**src/design/assert_macros.svh**
```systemverilog
// ---------------------------------------------------------------------------
// assert_macros.svh
// shared concurrent assertion macros
// ---------------------------------------------------------------------------
`ifndef ASSERT_MACROS_SVH
`define ASSERT_MACROS_SVH

// property must hold at every clock edge outside reset
`define ASSERT_ALWAYS(label, clk, rst, prop, msg) \
   label: assert property (@(posedge clk) disable iff (rst) (prop)) else $error(msg);

// antecedent in one cycle implies consequent in the next
`define ASSERT_NEXT(label, clk, rst, ante, cons, msg) \
   label: assert property (@(posedge clk) disable iff (rst) (ante) |=> (cons)) \
      else $error(msg);

`endif

```
**src/design/bbc_pkg.sv**
```systemverilog
// ---------------------------------------------------------------------------
// bbc_pkg
// types, character codes and decode for the bracket balance checker
// ---------------------------------------------------------------------------
package bbc_pkg;

   typedef logic [1:0] kind_type;

   localparam int unsigned KIND_W = 2;

   localparam kind_type KIND_ROUND  = 2'd0;
   localparam kind_type KIND_SQUARE = 2'd1;
   localparam kind_type KIND_CURLY  = 2'd2;

   localparam logic [7:0] CHAR_OPEN_ROUND   = 8'h28;
   localparam logic [7:0] CHAR_CLOSE_ROUND  = 8'h29;
   localparam logic [7:0] CHAR_OPEN_SQUARE  = 8'h5B;
   localparam logic [7:0] CHAR_CLOSE_SQUARE = 8'h5D;
   localparam logic [7:0] CHAR_OPEN_CURLY   = 8'h7B;
   localparam logic [7:0] CHAR_CLOSE_CURLY  = 8'h7D;

   typedef struct packed {
      logic     is_open;
      logic     is_close;
      kind_type kind;
   } char_class_type;

   typedef struct packed {
      logic balanced;
      logic stack_overflow;
   } verdict_type;

   function automatic char_class_type classify(input logic [7:0] code);
      char_class_type cls;
      cls = '{is_open: 1'b0, is_close: 1'b0, kind: KIND_ROUND};
      unique case (code)
         CHAR_OPEN_ROUND: begin
            cls.is_open = 1'b1;
            cls.kind    = KIND_ROUND;
         end
         CHAR_OPEN_SQUARE: begin
            cls.is_open = 1'b1;
            cls.kind    = KIND_SQUARE;
         end
         CHAR_OPEN_CURLY: begin
            cls.is_open = 1'b1;
            cls.kind    = KIND_CURLY;
         end
         CHAR_CLOSE_ROUND: begin
            cls.is_close = 1'b1;
            cls.kind     = KIND_ROUND;
         end
         CHAR_CLOSE_SQUARE: begin
            cls.is_close = 1'b1;
            cls.kind     = KIND_SQUARE;
         end
         CHAR_CLOSE_CURLY: begin
            cls.is_close = 1'b1;
            cls.kind     = KIND_CURLY;
         end
         default: begin
            cls.is_open = 1'b0;
         end
      endcase
      return cls;
   endfunction

endpackage

```
**src/design/bbc_ram.sv**
```systemverilog
// ---------------------------------------------------------------------------
// bbc_ram
// generic single write port, single read port ram with registered read
// ---------------------------------------------------------------------------
module bbc_ram #(
   parameter int unsigned WIDTH = 2,
   parameter int unsigned DEPTH = 64,
   parameter int unsigned AW    = (DEPTH > 1) ? $clog2(DEPTH) : 1
) (
   input  logic             clock,
   input  logic             wr_en,
   input  logic [AW-1:0]    wr_addr,
   input  logic [WIDTH-1:0] wr_data,
   input  logic [AW-1:0]    rd_addr,
   output logic [WIDTH-1:0] rd_data
);

   logic [WIDTH-1:0] mem_ff [DEPTH];
   logic [WIDTH-1:0] rd_data_ff;

   always_ff @(posedge clock) begin
      if (wr_en) begin
         mem_ff[wr_addr] <= wr_data;
      end
      rd_data_ff <= mem_ff[rd_addr];
   end

   assign rd_data = rd_data_ff;

endmodule

```
**src/design/bbc_stack_ctrl.sv**
```systemverilog
// ---------------------------------------------------------------------------
// bbc_stack_ctrl
// stack level, cached top of stack, fail flags and verdict generation;
// the stack body lives in a ram read one entry below the top each cycle
// ---------------------------------------------------------------------------
`include "assert_macros.svh"

module bbc_stack_ctrl
   import bbc_pkg::*;
#(
   parameter int unsigned STACK_DEPTH = 64
) (
   input  logic        clock,
   input  logic        reset,
   input  logic        accept,
   input  logic [7:0]  char_code,
   input  logic        is_final,
   output logic        verdict_valid,
   output verdict_type verdict
);

   localparam int unsigned AW = (STACK_DEPTH > 1) ? $clog2(STACK_DEPTH) : 1;
   localparam int unsigned LW = $clog2(STACK_DEPTH + 1);
   localparam logic [LW-1:0] LEVEL_FULL = LW'(STACK_DEPTH);

   logic [LW-1:0]  level_ff, level_in;
   logic           failed_ff, failed_in;
   logic           overflow_ff, overflow_in;
   kind_type       top_kind_ff, top_kind_in;
   logic           use_mem_ff, use_mem_in;

   char_class_type cls;
   kind_type       top_kind;
   kind_type       rd_data;
   logic           active;
   logic           do_push;
   logic           do_pop;
   logic           push_full;
   logic           close_bad;
   logic [LW-1:0]  level_next;
   logic           failed_next;
   logic           overflow_next;

   assign cls      = classify(char_code);
   assign top_kind = use_mem_ff ? rd_data : top_kind_ff;
   assign active   = accept && !failed_ff;

   assign do_push   = active && cls.is_open && (level_ff != LEVEL_FULL);
   assign push_full = active && cls.is_open && (level_ff == LEVEL_FULL);
   assign do_pop    = active && cls.is_close && (level_ff != '0) && (top_kind == cls.kind);
   assign close_bad = active && cls.is_close && !((level_ff != '0) && (top_kind == cls.kind));

   bbc_ram #(
      .WIDTH (KIND_W),
      .DEPTH (STACK_DEPTH),
      .AW    (AW)
   ) u_stack_ram (
      .clock   (clock),
      .wr_en   (do_push),
      .wr_addr (AW'(level_ff)),
      .wr_data (cls.kind),
      .rd_addr (AW'(level_ff - LW'(2))),
      .rd_data (rd_data)
   );

   always_comb begin
      level_next    = level_ff;
      failed_next   = failed_ff || push_full || close_bad;
      overflow_next = overflow_ff || push_full;
      top_kind_in   = top_kind;
      use_mem_in    = 1'b0;
      if (do_push) begin
         level_next  = level_ff + LW'(1);
         top_kind_in = cls.kind;
      end else if (do_pop) begin
         level_next = level_ff - LW'(1);
         use_mem_in = 1'b1;
      end

      verdict_valid          = accept && is_final;
      verdict.balanced       = !failed_next && (level_next == '0);
      verdict.stack_overflow = overflow_next;

      level_in    = level_next;
      failed_in   = failed_next;
      overflow_in = overflow_next;
      if (accept && is_final) begin
         level_in    = '0;
         failed_in   = 1'b0;
         overflow_in = 1'b0;
         use_mem_in  = 1'b0;
      end
   end

   always_ff @(posedge clock) begin
      if (reset) begin
         level_ff    <= '0;
         failed_ff   <= 1'b0;
         overflow_ff <= 1'b0;
         use_mem_ff  <= 1'b0;
      end else begin
         level_ff    <= level_in;
         failed_ff   <= failed_in;
         overflow_ff <= overflow_in;
         use_mem_ff  <= use_mem_in;
      end
   end

   always_ff @(posedge clock) begin
      top_kind_ff <= top_kind_in;
   end

   `ASSERT_ALWAYS(a_level_bound, clock, reset, level_ff <= LEVEL_FULL,
      "stack level beyond depth")

   `ASSERT_ALWAYS(a_overflow_fails, clock, reset, !overflow_ff || failed_ff,
      "overflow without failure")

   `ASSERT_NEXT(a_final_clears, clock, reset, accept && is_final,
      level_ff == '0 && !failed_ff && !overflow_ff, "string state not cleared")

   `ASSERT_NEXT(a_pop_reads_mem, clock, reset, do_pop && !is_final && level_ff > LW'(1),
      use_mem_ff, "new top not taken from ram after pop")

endmodule

```
**config.mk**
```make
export PLATFORM = sky130hd
export DESIGN_NAME = bbc_stack_ctrl
export DESIGN_NICKNAME = d
export VERILOG_FILES = /design/src/design/bbc_pkg.sv /design/src/design/bbc_ram.sv /design/src/design/bbc_stack_ctrl.sv
export VERILOG_INCLUDE_DIRS = /design/src /design/src/design
export SDC_FILE = /design/constraint.sdc
export NUM_CORES = 1
export LEC_CHECK = 0
export ABC_AREA = 1
export BUFFER_PORTS_ARGS = -buffer_cell sky130_fd_sc_hd__buf_2
export CAP_MARGIN = 20
export CORE_AREA = 2 2 118 120
export CTS_CLUSTER_DIAMETER = 200
export DETAILED_ROUTE_END_ITERATION = 6
export DIE_AREA = 0 0 120 122
export PLACE_DENSITY = 0.66
export SLEW_MARGIN = 10
export SYNTH_ARGS = -nofsm -noshare
export SYNTH_HDL_FRONTEND = slang
export SYNTH_SLANG_ARGS = --single-unit
```
**constraint.sdc**
```tcl
create_clock -name clock -period 3.2 [get_ports clock]
set_input_delay 0.64 -clock clock [delete_from_list [all_inputs] [get_ports clock]]
set_output_delay 0.64 -clock clock [all_outputs]
set_load 0.005 [all_outputs]
```
==> flow_metrics.tcl, run 1 <==
set metrics [dict create \
    synth_top_family_by_area "simple AND/OR/NAND/NOR gates" \
    diodes 0 \
    ys_seq_elements 142 \
    grt_pass1_wl_mm 24.7 \
    fin_crit_ns 3.02 \
    async_flop_share_pct 0 \
    nFillCells 1190 \
    max_freq_ghz 0.331 \
    cts-root-buf "clkbuf_16" \
    syn_nets 683 \
    leakagePower_nw 2.74 \
    cts_resized 0 \
    hold_start "overflow_ff$_SDFF_PP0_" \
    cp_slowest_cell "dfxtp_2" \
    synth.avg_cell_area_um2 9.91 \
    gp_congestion 0.872 \
    tns_ns 0 \
    grt_pass1_vias 4819 \
    port_buffers 14 \
    hold_end "overflow_ff$_SDFF_PP0_" \
    syn_area_um2 6580 \
    layout_setup_ws_ns 0.178 \
    die_w_um 120 \
    p_per_area_nw_per_um2 535 \
    outcome "finished clean" \
    cp_top_family "simple AND/OR/NAND/NOR gates" \
    grt_max_degree 71 \
    io_pins 15 \
    start_util_pct 48.7 \
    yosysTopAreaCell "edfxtp_1" \
    synth_warnings 0 \
    end_kind "output port" \
    drt-total-wl_mm 15.4 \
    cp_common_cell "nand2_1" \
    place_ws_ns 0.297 \
    fin_crit_sh_pct 94.4 \
    ff2ff_path_depth 9 \
    dr.pass1.iters 5 \
    yosysTopAreaCellShare_pct 58.4 \
    clkLatencyLatePin_ns 0.42 \
    drv_cap 0 \
    r2r-start "level_ff[1]$_SDFF_PP0_" \
    yosysUniqueCellTypes 30 \
    timing.max_slew.rel_slack_pct 53.4 \
    slew_viol_final 0 \
    skew_ns 0.00684 \
    synth_edf_count 128 \
    worstMarginPinSlew_ns 0.699 \
    hold_viol 0 \
    cp_max_fo 6 \
    utilization_pct 54.9 \
    synth-simple-area-share_pct 20.6 \
    dp_hpwl_mm 9.03 \
    drt_iter0_markers 620 \
    antenna_found_initial 0 \
    slowest_delay_ns 0.37 \
    grt.total_usage_pct 22.2 \
    cts.path.max_buffers 2 \
    synth_mux_area_share_pct 0 \
    stdcell_area_um2 7410 \
    crit_required_ns 2.56 \
    synth_compound_area_share_pct 10.4 \
    whs_ns 0.459 \
    nNetsFinal 696 \
    drt-vias-per-instance 5.68 \
    worstHoldPathCells 2 \
    critical_path_buf_inv_count 3 \
    crit_type "reg -> out" \
    wl_per_cell_um 17.7 \
    htreeDepth 4 \
    ir_drop_mv 0.352 \
    synth.cells.most_frequent "nor2_1, edfxtp_1, nand2_1, o21ai_0, inv_1" \
    synthCells 664 \
    dieArea_um2 14600 \
    die_h_um 122 \
    reg2reg_to "u_stack_ram.mem_ff[44][1]$_DFFE_PP_" \
    clk_pin_slew_ns 0.06 \
    core-area_um2 13500 \
    vias 4945 \
    synth-adder-area-share_pct 1.33 \
    setup_viol 0 \
    cts_buffers 17 \
    ant_nets 0 \
    r2r_setup_slack_ns 0.85 \
    dpl-instance-area_um2 6810 \
    critical_path_depth 12 \
    path_cells "inv_1, ha_2, inv_1, nor3_2, nand2_1, xor2_1, nand3_1, nand2_1, a21oi_1, nand2_1, nor2_1, buf_2" \
    gr-total-overflow 0 \
    synth_xor_area_share_pct 0.665 \
    drc 0 \
    synth_ff_type "edfxtp_1" \
    rows 43 \
    synthTopCellsByArea "edfxtp_1, nor2_1, nand2_1, o21ai_0, dfxtp_1" \
    ys_seq_area_share_pct 62.7 \
    area_delta_synth_final_pct 12.7 \
    holdBufCountCts 0 \
    synth.most_common_cell "nor2_1" \
    cts.sinks 142 \
    drive_above_1_share_pct 12.6 \
    hold_path.class "reg -> reg" \
    cp.arrival_ns 2.38 \
    startpoint_type "register" \
    cts_tree "built" \
    cts_setup_buffers 0 \
]
## final cells by class
class | count | area (um2) | area share, %
Clock buffer | 18 | 429 | 5.79
Clock inverter | 14 | 140 | 1.89
Inverter | 40 | 153 | 2.06
Multi-Input combinational cell | 452 | 2180 | 29.4
Sequential cell | 142 | 4130 | 55.7
Tap cell | 180 | 225 | 3.04
Timing Repair Buffer | 24 | 158 | 2.13
## kinds of logic after synthesis
kind of cell | Yosys count
DFF | 142
xor gates and xnor gates | 5
AOI/OAI and AO/OA | 127
buffers and inverters | 70
and+or+nand+nor | 313
adders and majority gates | 7
## layout by cell type (no fill, tap or decap), types with 2 or more instances in the layout
cell type / count
inv_2: 2
clkinv_1: 4
buf_2: 14
nor2_2: 6
nand3_2: 2
nor2_4: 2
a21oi_1: 20
clkinv_2: 3
nand2_4: 2
o22ai_1: 32
nor2_1: 148
nor3_2: 2
inv_6: 3
inv_1: 35
clkinvlp_4: 3
clkbuf_16: 17
dfxtp_1: 12
bufinv_16: 2
nand4_1: 3
ha_1: 6
buf_4: 9
xor2_1: 5
nand2_1: 97
dfxtp_2: 2
nand3b_1: 4
nand3_1: 31
edfxtp_1: 128
a31oi_1: 2
nor3_1: 3
o21ai_0: 71
nand2_2: 11
## flip-flops by register name, summed over array words and instances (netlist names)
name                 count
level_ff                 7
overflow_ff              1
failed_ff                1
u_stack_ram.rd_data      2
top_kind_ff              2
use_mem_ff               1
u_stack_ram.mem_ff     128
## stage by stage
step	total power (W)	instances
final	0.00397	870
after global routing	0.00409	870
after CTS	0.00399	870
after detailed placement	0.00210	838
after global placement	0.00210	838
after floorplan	0.00208	664
## layer usage
| metal | routed length (um) | track usage (%) | share of wire (%) | vias to the layer above |
|---|---|---|---|---|
| met5 | 0 | 0 | 0 | - |
| met4 | 338 | 8.01 | 2.2 | 0 |
| met3 | 1090 | 5.90 | 7.1 | 28 |
| met2 | 7490 | 36.3 | 49 | 206 |
| met1 | 6510 | 28.7 | 42 | 2396 |
| li1 | - | - | - | 2315 |
## worst max-delay path by stage
stage	startpoint	endpoint
after floorplan	level_ff[0]$_SDFF_PP0_	verdict[1]
after global placement	char_code[7]	verdict[1]
after detailed placement	char_code[4]	verdict[1]
after CTS	level_ff[2]$_SDFF_PP0_	verdict[1]
after global routing	level_ff[1]$_SDFF_PP0_	verdict[1]
final	level_ff[2]$_SDFF_PP0_	verdict[1]
## report_power, final
part           leakage [nW]  switching, W  internal [W]  total [W]
sequential             1.26   0.000000769       0.00200    0.00200
clock                 0.272      0.000760       0.00114    0.00190
combinational          1.21     0.0000452     0.0000234  0.0000686
total                  2.74      0.000806       0.00316    0.00397
## worst reg2reg max path, cell delays in order (launching register included)
cell	delay, ns
dfxtp_1	0.34
inv_1	0.12
ha_1	0.21
nand2_1	0.10
inv_1	0.05
nand3_1	0.13
nand3_4	0.16
nor2_1	0.21
nand2_1	0.40
nor2_1	0.32
No activity file was read; power rests on OpenSTA's default activity.
==> run 2: changes to the inputs <==
--- a/config.mk
+++ b/config.mk
@@ -9,10 +9,10 @@
 export ABC_AREA = 1
 export BUFFER_PORTS_ARGS = -buffer_cell sky130_fd_sc_hd__buf_2
 export CAP_MARGIN = 20
-export CORE_AREA = 2 2 118 120
+export CORE_AREA = 4 4 120 122
 export CTS_CLUSTER_DIAMETER = 200
 export DETAILED_ROUTE_END_ITERATION = 6
-export DIE_AREA = 0 0 120 122
+export DIE_AREA = 0 0 124 126
 export PLACE_DENSITY = 0.66
 export SLEW_MARGIN = 10
 export SYNTH_ARGS = -nofsm -noshare
==> run 2 against run 1 <==
Compared with the run above:
- total power grew 1.6%
- clock-buffer cell count is 9 higher
- clock skew shrank 0.0017 ns
- combinational power shrank 3%
- register-to-register slack got worse by 0.32 ns
- first-iteration DRC count down 10%
- critical path depth unchanged
- largest cell class unchanged
==> flow_metrics.tcl, run 2 (synthesized netlist as in run 1, its figures left out) <==
set metrics [dict create \
    outcome "finished clean" \
    skew_ns 0.00510 \
    reg2reg_to "u_stack_ram.rd_data[0]$_DFF_P_" \
    slew_viol_final 0 \
    gr-total-overflow 0 \
    fin_crit_sh_pct 95.0 \
    cp_slowest_cell "dfxtp_1" \
    diodes 0 \
    drt-vias-per-instance 5.61 \
    clkLatencyLatePin_ns 0.42 \
    p_per_area_nw_per_um2 542 \
    core-area_um2 13200 \
    drv_cap 0 \
    ff2ff_path_depth 9 \
    dr.pass1.iters 5 \
    largest_reg_flops 128 \
    drc 0 \
    slowest_delay_ns 0.40 \
    fin_crit_ns 3.04 \
    htreeDepth 4 \
    layout_commonest_cell "nor2_1" \
    drt_iter0_markers 558 \
    rows 42 \
    clockPowerShare_pct 48.8 \
    die_w_um 124 \
    cts_buffers 17 \
    cp_max_fo 6 \
    grt.total_usage_pct 20.6 \
    cts.sinks 142 \
    crit_required_ns 2.56 \
    timing.max_slew.rel_slack_pct 54.2 \
    ant_nets 0 \
    power.total_w 0.00403 \
    reg_top3 "u_stack_ram.mem_ff: 128 flops, level_ff: 7 flops" \
    startpoint_type "register" \
    leakagePower_nw 2.77 \
    antenna_found_initial 0 \
    hold_path.class "reg -> reg" \
    regMostFlops "u_stack_ram.mem_ff" \
    clk_pin_slew_ns 0.06 \
    path_cells "inv_1, ha_1, inv_1, nor3_2, nand2_1, xor2_1, nand3_1, nand2_1, a21oi_1, nand2_1, nor2_1, buf_2" \
    p_switching_w 0.000744 \
    worstHoldPathCells 2 \
    layout_setup_ws_ns 0.160 \
    nNetsFinal 697 \
    worstMarginPinSlew_ns 0.686 \
    grt_pass1_wl_mm 24.0 \
    place_ws_ns 0.353 \
    drive_above_1_share_pct 12.6 \
    seqPwrFrac_pct 49.5 \
    dp_hpwl_mm 9.24 \
    mostFrequentLayoutCells "nor2_1, edfxtp_1, nand2_1, o21ai_0, inv_1" \
    switching_share_pct 18.4 \
    grt_pass1_vias 4677 \
    cts_setup_buffers 0 \
    ir_drop_mv 0.510 \
    r2r-start "level_ff[2]$_SDFF_PP0_" \
    vias 4861 \
    die_h_um 126 \
    area_delta_synth_final_pct 13.1 \
    end_kind "output port" \
    dieArea_um2 15600 \
    wl_per_cell_um 17.6 \
    hold_viol 0 \
    holdBufCountCts 0 \
    port_buffers 14 \
    max_freq_ghz 0.329 \
    cts_tree "built" \
    grt_max_degree 71 \
    gp_congestion 0.814 \
    setup_viol 0 \
    critical_path_depth 12 \
    power_frac_comb_pct 1.7 \
    cp.arrival_ns 2.40 \
    io_pins 15 \
    cp_top_family "simple AND/OR/NAND/NOR gates" \
    crit_path_start "level_ff[2]$_SDFF_PP0_" \
    r2r_setup_slack_ns 0.53 \
    utilization_pct 56.4 \
    cts-root-buf "clkbuf_16" \
    start_util_pct 49.9 \
    p_int_w 0.00329 \
    cp_common_cell "nand2_1" \
    cts.path.max_buffers 2 \
    crit_type "reg -> out" \
    drt-total-wl_mm 15.3 \
    critical_path_buf_inv_count 3 \
    worstSetupEndpoint "verdict[1]" \
]
## run 2: changes by cell type in the layout (fill, tap and decap cells not counted), sizes merged
cell	change
buf	+1
clkbuf	+9
clkinv	-3
clkinvlp	-3
inv	-3
## run 2: what timing repair did
| item | 4_1_cts | 5_1_grt |
|---|---|---|
| gates resized for setup | 0 | 4 |
| endpoints found under the setup margin | 0 | 1 |
| endpoints found under the hold margin | 0 | 0 |
## run 2: final cells by class
class	instances	area [um2]
clock buffer	27	523
clock inverter	5	78.8
tap	176	220
timing repair buffer	25	165
sequential	142	4130
multi-input combinational	452	2180
fill	1164	5750
inverter	40	153
## run 2: metal layers
metal	up-vias	track usage (%)	part of all wire, %
met1	2327	27.4	43
met4	0	8.31	2.8
met2	188	31.7	47
met5	-	0	0
li1	2312	-	-
met3	34	5.96	7.3
## run 2: power by group through the flow
stage                     combinational (W)  clock [W]  sequential (W)
after floorplan                   0.0000449          0         0.00204
after global placement            0.0000647          0         0.00204
after detailed placement          0.0000667          0         0.00204
after CTS                         0.0000671    0.00200         0.00200
after global routing              0.0000743    0.00209         0.00200
final                             0.0000668    0.00197         0.00200
## run 2: worst register-to-register path, cell delays in order (launching register included)
cell and delay (ns):
dfxtp_1 0.50, inv_1 0.16, ha_1 0.72, inv_1 0.44, nand2_1 0.17, nand3_1 0.08
nand2_1 0.07, a21oi_1 0.06, o21ai_0 0.26, nand2_1 0.09
## run 2: how the worst min path moves through the flow
stage | startpoint | end | slack [ns]
global route | overflow_ff$_SDFF_PP0_ | overflow_ff$_SDFF_PP0_ | 0.48
detailed placement | overflow_ff$_SDFF_PP0_ | overflow_ff$_SDFF_PP0_ | 0.45
finish | overflow_ff$_SDFF_PP0_ | overflow_ff$_SDFF_PP0_ | 0.46
CTS | overflow_ff$_SDFF_PP0_ | overflow_ff$_SDFF_PP0_ | 0.46
floorplan | overflow_ff$_SDFF_PP0_ | overflow_ff$_SDFF_PP0_ | 0.44
global placement | overflow_ff$_SDFF_PP0_ | overflow_ff$_SDFF_PP0_ | 0.45
## run 2: per-stage QoR
stage	instance area, um2	hold slack (ns)	std cells	TNS [ns]
finish	7440	0.457	867	0
global route	7440	0.479	867	-0.00702
CTS	7430	0.458	867	0
detailed placement	6830	0.449	835	0
global placement	6830	0.445	835	0
floorplan	6580	0.436	664	0
